--- config.mk ---
export PLATFORM = sky130hd
export DESIGN_NAME = morse_keyer_envelope_sequencer
export DESIGN_NICKNAME = d
export VERILOG_FILES = /design/src/rtl/mkes_pkg.sv /design/src/rtl/morse_keyer_envelope_sequencer.sv
export VERILOG_INCLUDE_DIRS = /design/src /design/src/rtl
export SDC_FILE = /design/constraint.sdc
export NUM_CORES = 1
export LEC_CHECK = 0
export BUFFER_PORTS_ARGS = -buffer_cell sky130_fd_sc_hd__buf_2
export CELL_PAD_IN_SITES_DETAIL_PLACEMENT = 0
export CELL_PAD_IN_SITES_GLOBAL_PLACEMENT = 1
export CORE_ASPECT_RATIO = 0.7
export CORE_MARGIN = 2
export CORE_UTILIZATION = 42
export CTS_CLUSTER_DIAMETER = 80
export DETAILED_ROUTE_END_ITERATION = 8
export GPL_ROUTABILITY_DRIVEN = 0
export GPL_TIMING_DRIVEN = 0
export PLACE_DENSITY_LB_ADDON = 0.1
export SKIP_LAST_GASP = 1
export SLEW_MARGIN = 40
export SYNTH_ARGS = -nofsm -noshare
export SYNTH_HDL_FRONTEND = slang
export SYNTH_SLANG_ARGS = --single-unit
--- constraint.sdc ---
create_clock -name clk_i -period 3.5 [get_ports clk_i]
set_input_delay 0.525 -clock clk_i [delete_from_list [all_inputs] [get_ports clk_i]]
set_output_delay 0.525 -clock clk_i [all_outputs]
set_load 0.05 [all_outputs]
--- src/rtl/morse_keyer_envelope_sequencer_defines.svh ---
// Assertion macros for the Morse keyer envelope sequencer.
`ifndef MORSE_KEYER_ENVELOPE_SEQUENCER_DEFINES_SVH
`define MORSE_KEYER_ENVELOPE_SEQUENCER_DEFINES_SVH

`ifndef NO_ASSERTIONS
`define MKES_ASSERT_IMPLY(label, clk, rst_n, ante, cons) \
  label: assert property (@(posedge clk) disable iff (!rst_n) (ante) |-> (cons)) \
    else $error("assertion failed");
`define MKES_ASSERT_NEXT(label, clk, rst_n, ante, cons) \
  label: assert property (@(posedge clk) disable iff (!rst_n) (ante) |=> (cons)) \
    else $error("assertion failed");
`else
`define MKES_ASSERT_IMPLY(label, clk, rst_n, ante, cons)
`define MKES_ASSERT_NEXT(label, clk, rst_n, ante, cons)
`endif

`endif

--- src/rtl/mkes_pkg.sv ---
// Types, constants and the raised-cosine taper table of the Morse keyer.
package mkes_pkg;

  localparam int unsigned RomSize = 100;
  localparam logic [14:0] FullScale = 15'h7FFF;

  typedef enum logic [2:0] {
    MODE_IDLE,
    MODE_UP,
    MODE_HOLD,
    MODE_DOWN,
    MODE_EGAP,
    MODE_CGAP
  } mode_e;

  typedef enum logic [1:0] {
    REG_DOT,
    REG_DASH,
    REG_EGAP,
    REG_CGAP
  } reg_idx_e;

  localparam logic [14:0] TaperRom [RomSize] = '{
    15'h0000, 15'h0008, 15'h0020, 15'h004A, 15'h0083, 15'h00CD, 15'h0128, 15'h0192,
    15'h020D, 15'h0297, 15'h0332, 15'h03DC, 15'h0495, 15'h055E, 15'h0636, 15'h071D,
    15'h0812, 15'h0916, 15'h0A28, 15'h0B48, 15'h0C76, 15'h0DB1, 15'h0EF9, 15'h104D,
    15'h11AE, 15'h131A, 15'h1493, 15'h1616, 15'h17A4, 15'h193D, 15'h1AE0, 15'h1C8C,
    15'h1E41, 15'h1FFF, 15'h21C6, 15'h2394, 15'h2569, 15'h2745, 15'h2928, 15'h2B10,
    15'h2CFE, 15'h2EF1, 15'h30E8, 15'h32E4, 15'h34E2, 15'h36E3, 15'h38E7, 15'h3AED,
    15'h3CF3, 15'h3EFB, 15'h4103, 15'h430B, 15'h4511, 15'h4717, 15'h491B, 15'h4B1C,
    15'h4D1A, 15'h4F16, 15'h510D, 15'h5300, 15'h54EE, 15'h56D6, 15'h58B9, 15'h5A95,
    15'h5C6A, 15'h5E38, 15'h5FFF, 15'h61BD, 15'h6372, 15'h651E, 15'h66C1, 15'h685A,
    15'h69E8, 15'h6B6B, 15'h6CE4, 15'h6E50, 15'h6FB1, 15'h7105, 15'h724D, 15'h7388,
    15'h74B6, 15'h75D6, 15'h76E8, 15'h77EC, 15'h78E1, 15'h79C8, 15'h7AA0, 15'h7B69,
    15'h7C22, 15'h7CCC, 15'h7D67, 15'h7DF1, 15'h7E6C, 15'h7ED6, 15'h7F31, 15'h7F7B,
    15'h7FB4, 15'h7FDE, 15'h7FF6, 15'h7FFF
  };

  // Indexes past the end of the table read as full scale.
  function automatic logic [14:0] taper_read(input logic [8:0] idx);
    logic [14:0] val;
    val = FullScale;
    if (idx < 9'(RomSize)) begin
      val = TaperRom[idx[6:0]];
    end
    return val;
  endfunction

endpackage

--- src/rtl/morse_keyer_envelope_sequencer.sv ---
// Top level of the Morse keyer envelope sequencer.
`include "morse_keyer_envelope_sequencer_defines.svh"

// One beat per sample tick or character start. The block takes one input beat every clock
// cycle while the output is empty or being taken, and presents its result in the next
// cycle; the taper table read is registered straight into the output register. A start
// beat latches a marker-coded character and a phase increment; each following tick beat
// returns the envelope, oscillator enable, phase increment, busy flag and a last-tick
// mark. Starts while busy or with code 0 or 1 come back with rejected set. Timing
// registers are written through the APB port at byte addresses 0, 4, 8 and 12 and apply
// the next time a length is loaded. No clearing pass runs after reset.
module morse_keyer_envelope_sequencer #(
  parameter int unsigned TAPER_LEN = 100
) (
  input  logic        clk_i,
  input  logic        rst_ni,
  input  logic        in_valid_i,
  output logic        in_ready_o,
  input  logic        opcode_i,
  input  logic [7:0]  code_byte_i,
  input  logic [15:0] phase_step_i,
  output logic        out_valid_o,
  input  logic        out_ready_i,
  output logic [14:0] envelope_o,
  output logic        osc_enable_o,
  output logic [15:0] phase_out_o,
  output logic        busy_res_o,
  output logic        char_last_o,
  output logic        rejected_o,
  input  logic        psel,
  input  logic        penable,
  input  logic        pwrite,
  input  logic [3:0]  paddr,
  input  logic [31:0] pwdata,
  output logic [31:0] prdata,
  output logic        pready
);
  import mkes_pkg::*;

  localparam int unsigned RW = $clog2(TAPER_LEN + 1);
  localparam logic [RW-1:0] TaperEnd = RW'(TAPER_LEN);
  localparam logic [RW-1:0] TaperLast = RW'(TAPER_LEN - 1);

  logic [15:0] dot_q, dash_q, egap_q, cgap_q;
  mode_e       mode_q, mode_d;
  logic [RW-1:0] ramp_q, ramp_d;
  logic [15:0] tick_q, tick_d;
  logic [7:0]  mask_q, mask_d;
  logic [7:0]  code_q, code_d;
  logic [15:0] phase_q, phase_d;

  logic        out_valid_q;
  logic [14:0] env_q;
  logic        osc_q, busy_q, last_q, rej_q;
  logic [15:0] phase_out_q;

  logic        in_fire, cfg_write;
  logic        env_en, osc, busy, last, rej;
  logic [RW-1:0] rom_addr, ramp_dec;
  logic [7:0]  marker, ne_mask;
  mode_e       ne_mode;
  logic [15:0] tick_dec;

  assign in_fire   = in_valid_i && in_ready_o;
  assign in_ready_o = !out_valid_q || out_ready_i;
  assign cfg_write = psel && penable && pwrite;
  assign pready    = 1'b1;

  always_comb begin
    prdata = '0;
    case (reg_idx_e'(paddr[3:2]))
      REG_DOT:  prdata = {16'b0, dot_q};
      REG_DASH: prdata = {16'b0, dash_q};
      REG_EGAP: prdata = {16'b0, egap_q};
      REG_CGAP: prdata = {16'b0, cgap_q};
      default:  prdata = '0;
    endcase
  end

  always_ff @(posedge clk_i or negedge rst_ni) begin
    if (!rst_ni) begin
      dot_q  <= 16'd400;
      dash_q <= 16'd1200;
      egap_q <= 16'd400;
      cgap_q <= 16'd800;
    end else if (cfg_write) begin
      case (reg_idx_e'(paddr[3:2]))
        REG_DOT:  dot_q  <= pwdata[15:0];
        REG_DASH: dash_q <= pwdata[15:0];
        REG_EGAP: egap_q <= pwdata[15:0];
        REG_CGAP: cgap_q <= pwdata[15:0];
        default:  dot_q  <= dot_q;
      endcase
    end
  end

  always_comb begin
    marker = '0;
    for (int i = 0; i < 8; i++) begin
      if (code_byte_i[i]) begin
        marker = 8'(1 << i);
      end
    end
  end

  always_comb begin
    ne_mask = {1'b0, mask_q[7:1]};
    if (ne_mask != '0) begin
      ne_mode = MODE_UP;
    end else if (cgap_q != '0) begin
      ne_mode = MODE_CGAP;
    end else begin
      ne_mode = MODE_IDLE;
    end
  end

  assign tick_dec = tick_q - 16'd1;
  assign ramp_dec = (ramp_q != '0) ? ramp_q - RW'(1) : ramp_q;

  always_comb begin
    mode_d   = mode_q;
    ramp_d   = ramp_q;
    tick_d   = tick_q;
    mask_d   = mask_q;
    code_d   = code_q;
    phase_d  = phase_q;
    rom_addr = ramp_q;
    env_en   = 1'b0;
    osc      = 1'b0;
    busy     = 1'b0;
    last     = 1'b0;
    rej      = 1'b0;
    if (opcode_i) begin
      if (mode_q != MODE_IDLE || code_byte_i[7:1] == '0) begin
        rej = 1'b1;
      end else begin
        code_d  = code_byte_i;
        mask_d  = {1'b0, marker[7:1]};
        phase_d = phase_step_i;
        mode_d  = MODE_UP;
        ramp_d  = '0;
        tick_d  = '0;
      end
      busy = (mode_d != MODE_IDLE);
    end else if (mode_q != MODE_IDLE) begin
      busy = 1'b1;
      case (mode_q)
        MODE_UP: begin
          env_en = 1'b1;
          osc    = 1'b1;
          ramp_d = ramp_q + RW'(1);
          if (ramp_q >= TaperLast) begin
            ramp_d = TaperEnd;
            mode_d = MODE_HOLD;
            tick_d = ((code_q & mask_q) != '0) ? dash_q : dot_q;
          end
        end
        MODE_HOLD: begin
          rom_addr = TaperLast;
          env_en   = 1'b1;
          osc      = 1'b1;
          tick_d   = tick_dec;
          if (tick_dec == '0) begin
            mode_d = MODE_DOWN;
          end
        end
        MODE_DOWN: begin
          ramp_d   = ramp_dec;
          rom_addr = ramp_dec;
          env_en   = 1'b1;
          osc      = 1'b1;
          if (ramp_dec == '0) begin
            if (egap_q != '0) begin
              mode_d = MODE_EGAP;
              tick_d = egap_q;
            end else begin
              mask_d = ne_mask;
              mode_d = ne_mode;
              ramp_d = '0;
              tick_d = (ne_mode == MODE_CGAP) ? cgap_q : tick_q;
            end
          end
        end
        MODE_EGAP: begin
          tick_d = tick_dec;
          if (tick_dec == '0) begin
            mask_d = ne_mask;
            mode_d = ne_mode;
            ramp_d = '0;
            tick_d = (ne_mode == MODE_CGAP) ? cgap_q : tick_dec;
          end
        end
        default: begin
          tick_d = tick_dec;
          if (tick_dec == '0) begin
            mode_d = MODE_IDLE;
          end
        end
      endcase
      last = (mode_d == MODE_IDLE);
    end
  end

  always_ff @(posedge clk_i or negedge rst_ni) begin
    if (!rst_ni) begin
      mode_q  <= MODE_IDLE;
      ramp_q  <= '0;
      tick_q  <= '0;
      mask_q  <= '0;
      code_q  <= '0;
      phase_q <= '0;
    end else if (in_fire) begin
      mode_q  <= mode_d;
      ramp_q  <= ramp_d;
      tick_q  <= tick_d;
      mask_q  <= mask_d;
      code_q  <= code_d;
      phase_q <= phase_d;
    end
  end

  always_ff @(posedge clk_i or negedge rst_ni) begin
    if (!rst_ni) begin
      out_valid_q <= 1'b0;
    end else if (in_fire) begin
      out_valid_q <= 1'b1;
    end else if (out_ready_i) begin
      out_valid_q <= 1'b0;
    end
  end

  always_ff @(posedge clk_i) begin
    if (in_fire) begin
      env_q       <= env_en ? taper_read(9'(rom_addr)) : '0;
      osc_q       <= osc;
      busy_q      <= busy;
      last_q      <= last;
      rej_q       <= rej;
      phase_out_q <= phase_d;
    end
  end

  assign out_valid_o  = out_valid_q;
  assign envelope_o   = env_q;
  assign osc_enable_o = osc_q;
  assign phase_out_o  = phase_out_q;
  assign busy_res_o   = busy_q;
  assign char_last_o  = last_q;
  assign rejected_o   = rej_q;

  `MKES_ASSERT_IMPLY(a_osc_busy, clk_i, rst_ni, out_valid_o && osc_enable_o, busy_res_o)
  `MKES_ASSERT_IMPLY(a_rej_quiet, clk_i, rst_ni, out_valid_o && rejected_o,
                     !osc_enable_o && !char_last_o && envelope_o == '0)
  `MKES_ASSERT_IMPLY(a_hold_ramp, clk_i, rst_ni, mode_q == MODE_HOLD, ramp_q == TaperEnd)
  `MKES_ASSERT_NEXT(a_start_up, clk_i, rst_ni,
                    in_fire && opcode_i && mode_q == MODE_IDLE && code_byte_i[7:1] != '0,
                    mode_q == MODE_UP && out_valid_o && busy_res_o && !rejected_o)

endmodule
==> results.py, run 1 <==
metrics = {
    "outcome": {
        "status": "complete, no violations",
    },
    "logic_synthesis": {
        "synth_area_mm2": 0.0107,
        "ys_ff_latch": 156,
        "netlist_top_cells_count": "mux2_2, dfrtp_1, nor2_1, a21oi_1, nand2_1",
        "netlist.area_leader.share_pct": 25.3,
        "ys_warn_count": 0,
        "netlist_top_cells_area": "dfrtp_1, mux2_2, edfxtp_1, mux4_2, dfstp_2",
        "async_reset_ff_share_pct": 77.6,
        "syn_area_per_cell_um2": 9.93,
        "synth_flop_cell": "dfrtp_1",
        "synthCells": 1074,
        "synth.distinct_cells": 98,
        "yosysMostFrequentCell": "mux2_2",
        "synth_top_area_cell": "dfrtp_1",
        "synth-edff-count": 35,
        "yosysSeqAreaShare_pct": 38.4,
    },
    "clocking": {
        "clk_pin_slew_worst_paths_ns": 0.09,
        "htreeDepth": 4,
        "clock_latency_ns": 0.44,
        "clockRootBuffer": "clkbuf_16",
        "cts_inserted_buffers": 17,
        "clockBufferDepth": 2,
        "cts_tree": "built",
        "clock_sinks": 156,
        "holdBufCountCts": 0,
    },
    "pwr": {
        "ir_worst_vdd_mv": 0.615,
        "swShare_pct": 45.9,
        "total_power_mw": 10.1,
        "p_per_area_mw_per_mm2": 785,
        "seq_power_share_pct": 29.1,
        "pwr-share-clk_pct": 18.9,
        "power.switching_mw": 4.62,
        "leakage_nw": 5.16,
        "p_comb_share_pct": 52.0,
        "p_int_mw": 5.45,
    },
    "grt": {
        "antenna_found_initial": 2,
        "grt_max_degree": 62,
        "grt_usage_pct": 28.4,
        "grt_first_pass_wirelength_mm": 57.5,
        "grt.overflow.total": 0,
        "grt_pass1_vias": 9233,
    },
    "worst_setup_path": {
        "crit_type": "reg -> reg",
        "arrival_ns": 3.75,
        "slowest_stage": "or4b_4",
        "start_kind": "register",
        "max_stage_delay_ns": 0.46,
        "cp_common_cell": "buf_6",
        "critPathCaptureType": "register",
        "worstPathCellList": "inv_2 -> ha_4 -> or4b_4 -> buf_6 -> o211ai_4 -> nand2_4 -> clkinv_2 -> buf_6 -> buf_8 -> ha_2 -> clkbuf_8 -> o31ai_4 -> nor2_1 -> a221oi_2 -> a211oi_1",
        "cp_max_fo": 12,
        "worstPathRequired_ns": 3.75,
    },
    "floorplanning": {
        "die_y_um": 137,
        "fp.dieW_um": 194,
        "initial_utilization_pct": 43.0,
        "io_pins": 138,
        "fp.dieArea_mm2": 0.0267,
        "row_count": 48,
        "coreArea_mm2": 0.0248,
    },
    "placement": {
        "port-buffer-count": 100,
        "place_hpwl_mm": 27.1,
    },
    "run": {
        "cap_violations": 0,
    },
    "timing": {
        "tightestPinTransition_ns": 0.856,
        "hold_violations": 0,
        "setup_viol": 0,
        "clock_skew_ns": 0.0161,
        "slew_headroom_pct": 42.9,
        "drv_slew": 0,
        "rsz0062_at_grt": "true",
        "period_share_pct": 99.9,
        "max_freq_mhz": 286,
        "period_needed_ns": 3.50,
    },
    "layout": {
        "final_util_pct": 51.7,
        "drive_above_1_share_pct": 35.3,
        "nFillCells": 2256,
        "syn2layout_area_growth_pct": 20.3,
        "nets": 1319,
    },
    "detailed_routing": {
        "num_vias": 10100,
        "postRouteAntennaNets": 0,
        "drc": 0,
        "wire_per_inst_um": 24.1,
        "drt-initial-drc-count": 1417,
        "vias_per_cell": 6.43,
        "drt-pass1-iter-count": 8,
        "routed_wirelength_mm": 37.9,
    },
    "hold_path": {
        "hold_path.class": "in -> async",
    },
}
final cells by class:
type	instances	area [um^2]	share of cell area [%]
Multi-Input combinational cell	805	6270	48.9
Timing Repair Buffer	132	815	6.35
Clock inverter	15	158	1.23
Buffer	98	563	4.39
Tap cell	325	407	3.17
Inverter	22	92.6	0.722
Sequential cell	156	4100	31.9
Clock buffer	17	425	3.32
Antenna cell	1	2.50	0.0195
critical path, delay by kind of cell, from the launching register on:
kind	cells	cell delay (ns)
buffers and inverters	6	0.91
AND/OR/NAND/NOR	3	0.81
AO/OA/AOI/OAI	4	0.71
flip-flops	1	0.44
adder cells (fa/ha/maj)	2	0.39
cells in the final DEF, fill, tap and decap left out, drive strengths merged, types with 35 or more instances in the layout:
cell type / count
a21oi: 67
nor3: 40
nand2: 67
mux2: 112
clkbuf: 54
edfxtp: 35
buf: 193
o21ai: 72
dfrtp: 108
nor2: 68
worst paths after layout:
path | slack, ns | from | endpoint | cells after the start
min in group clk_i | 0.29 | in_valid_i | out_valid_o | 2
setup / recovery | 0.003 | ramp_q[0] | envelope_o[1] | 15
hold reg to reg | 0.50 | phase_q[14] | phase_q[14] | 1
max in group asynchronous | 2.76 | rst_ni | cgap_q[8] | 2
hold / removal | 0.006 | rst_ni | cgap_q[13] | 1
setup reg to reg | 0.003 | ramp_q[0] | envelope_o[1] | 15
per-stage QoR:
step	instances	worst slack (ns)	hold WS [ns]	area, um^2	TNS (ns)
6_report	1571	0.00319	0.00635	12800	0
5_1_grt	1570	-0.0488	0.0478	12800	-0.0621
4_1_cts	1564	0.00693	0.0264	12700	0
3_5_place_dp	1516	-0.990	0.491	11700	-9.98
3_3_place_gp	1514	-1.09	0.484	11600	-11.08
2_1_floorplan	1089	0.0176	0.229	10700	0
sequential cells by signal, summed over array words and instances (netlist names), 3 cells and up:
| register | cells |
|---|---|
| code_q | 7 |
| dash_q | 16 |
| mask_q | 7 |
| envelope_o | 15 |
| tick_q | 16 |
| dot_q | 16 |
| ramp_q | 7 |
| egap_q | 16 |
| phase_q | 16 |
| mode_q | 3 |
| cgap_q | 16 |
| phase_out_o | 16 |
cells by family (layout without fill, tap and decap cells):
group                      after synthesis  count (layout)  synth area share [%]
buffers and inverters                  128             284                  5.97
muxes                                  151             151                  17.4
DFF                                    156             156                  38.4
and+or+nand+nor                        299             299                  14.7
other                                    2              18                0.0704
xor gates and xnor gates                17              17                  1.40
adders and majority gates               19              19                  2.23
AOI/OAI and AO/OA                      302             302                  19.8
power by group through the flow:
stage                     sequential, mW  clock (mW)  combinational, mW
final                               2.93        1.91               5.23
after detailed placement            2.94           0               4.61
after global routing                3.00        2.00               5.52
after floorplan                     3.02           0               3.15
after global placement              2.92           0               4.65
after CTS                           2.92        1.92               4.96
layer usage:
metal	track usage [%]	part of all wire [%]
met1	45.0	48
met2	35.2	37
met3	10.1	13
met4	6.37	1.9
met5	1.30	0.14
what timing repair did:
action,CTS,global route
gates resized for setup,51,21
pin swaps,10,4
setup buffers,22,8
endpoints found under the setup margin,14,29
endpoints found under the hold margin,0,0
Note: power is estimated with default switching activity, not from simulation.
==> run 2: changes to the inputs <==
Settings changed: CORE_ASPECT_RATIO 0.7 to not set, CORE_UTILIZATION 42 to 46.
Clock period 3.5 ns to 3.35 ns, I/O delays scaled along.
==> results.py, run 2 (synthesis gave the netlist of run 1 again) <==
metrics = {
    "outcome": {
        "status": "complete, no violations",
    },
    "layout": {
        "syn2layout_area_growth_pct": 21.8,
        "drive_above_1_share_pct": 36.6,
        "nFillCells": 2066,
        "final_util_pct": 57.2,
        "layout_common_cells": "buf_2, mux2_2, dfrtp_1, a21oi_1, nor2_1",
        "layout_commonest_cell": "buf_2",
        "nets": 1328,
        "n_antenna_cell": 0,
    },
    "floorplanning": {
        "io_pins": 138,
        "fp.dieW_um": 156,
        "row_count": 55,
        "fp.dieArea_mm2": 0.0244,
        "coreArea_mm2": 0.0227,
        "initial_utilization_pct": 47.0,
        "die_y_um": 156,
    },
    "timing": {
        "hold_violations": 0,
        "tightestPinTransition_ns": 0.803,
        "worst_hold_slack_ns": 0.00252,
        "period_share_pct": 98.1,
        "period_needed_ns": 3.29,
        "max_freq_mhz": 304,
        "clock_skew_ns": 0.0190,
        "slew_headroom_pct": 46.4,
        "drv_slew": 0,
        "rsz0062_at_grt": "true",
        "setup_viol": 0,
    },
    "grt": {
        "antenna_found_initial": 0,
        "grt_usage_pct": 29.5,
        "grt_pass1_vias": 9509,
        "grt_first_pass_wirelength_mm": 55.4,
        "grt.overflow.total": 0,
        "grt_max_degree": 67,
    },
    "detailed_routing": {
        "drc": 0,
        "wire_per_inst_um": 23.3,
        "drt-pass1-iter-count": 6,
        "postRouteAntennaNets": 0,
        "routed_wirelength_mm": 35.9,
        "vias_per_cell": 6.46,
        "num_vias": 9949,
        "drt-initial-drc-count": 1098,
    },
    "worst_setup_path": {
        "worstPathRequired_ns": 3.55,
        "arrival_ns": 3.49,
        "start_kind": "register",
        "crit_type": "reg -> reg",
        "cp_max_fo": 5,
        "critPathCaptureType": "register",
    },
    "clocking": {
        "clockRootBuffer": "clkbuf_16",
        "clockBufferDepth": 2,
        "clock_latency_ns": 0.44,
        "cts_inserted_buffers": 17,
        "holdBufCountCts": 0,
        "clock_sinks": 156,
        "clk_pin_slew_worst_paths_ns": 0.09,
        "htreeDepth": 4,
        "cts_tree": "built",
    },
    "placement": {
        "place_hpwl_mm": 25.1,
        "port-buffer-count": 100,
    },
    "hold_path": {
        "hold_path.class": "in -> async",
    },
    "run": {
        "cap_violations": 0,
    },
    "pwr": {
        "total_power_mw": 10.6,
        "ir_worst_vdd_mv": 0.470,
        "leakage_nw": 5.26,
        "p_per_area_mw_per_mm2": 819,
    },
}
==> run 2: cell types whose count changed in the layout (fill, tap and decap cells not counted), moves of 2 or more <==
cell      previous run  this run
buf_4               45        53
inv_2                4         1
inv_4                0         2
nand2b_1             9         7
==> run 2: through the flow <==
step           area [um^2]  std cells  setup TNS, ns  setup slack [ns]
2_1_floorplan        10800       1089              0            0.0166
4_1_cts              12700       1525        -0.0125           -0.0125
5_1_grt              13000       1539         -0.305           -0.0634
3_5_place_dp         11700       1476         -11.50            -0.941
6_report             13000       1539              0            0.0639
3_3_place_gp         11600       1474         -12.58             -1.03
==> run 2: layout make-up <==
cell class | count | area, um^2 | area share (%)
Clock buffer | 19 | 454 | 3.50
Sequential cell | 156 | 4100 | 31.5
Buffer | 97 | 557 | 4.29
Multi-Input combinational cell | 805 | 6340 | 48.8
Timing Repair Buffer | 142 | 915 | 7.04
Tap cell | 285 | 357 | 2.74
Inverter | 22 | 105 | 0.809
Clock inverter | 13 | 171 | 1.32
==> run 2: what timing repair did <==
action | CTS | global route
pin swaps | 9 | 12
resized for setup | 50 | 39
buffers inserted | 24 | 16
setup endpoints to repair | 20 | 34
==> run 2: layer usage <==
metal / vias up / part of all wire (%) / GRT usage [%]
met3: 98 / 9.6 / 6.23
met1: 4849 / 44 / 43.3
li1: 4422 / - / -
met2: 580 / 43 / 42.6
met4: 0 / 3.3 / 11.0
met5: - / 0 / 0
==> run 2: worst max-delay path, stage by stage (launching register included) <==
cell,delay (ns)
dfrtp_1,0.39
buf_6,0.13
inv_4,0.06
ha_4,0.13
or4b_4,0.53
o21ai_4,0.22
o22ai_4,0.13
buf_12,0.16
ha_1,0.29
nand2b_4,0.18
a311o_1,0.31
a221o_1,0.37
o311a_1,0.15
==> run 2: worst paths after layout <==
kind | startpoint | to | slack (ns) | cells past startpoint
worst min-delay path | rst_ni | ramp_q[2] | 0.003 | 1
worst max register to register | ramp_q[0] | envelope_o[4] | 0.06 | 12
max in group asynchronous | rst_ni | dot_q[8] | 2.57 | 2
worst max-delay path | ramp_q[0] | envelope_o[4] | 0.06 | 12
min in group clk_i | in_valid_i | out_valid_o | 0.28 | 2
worst min register to register | phase_q[14] | phase_q[14] | 0.50 | 1
==> run 2: where the power goes <==
part | internal, mW | switching, mW | total, mW
logic | 2.17 | 3.31 | 5.48
clock network | 1.18 | 0.929 | 2.11
registers | 2.56 | 0.487 | 3.04
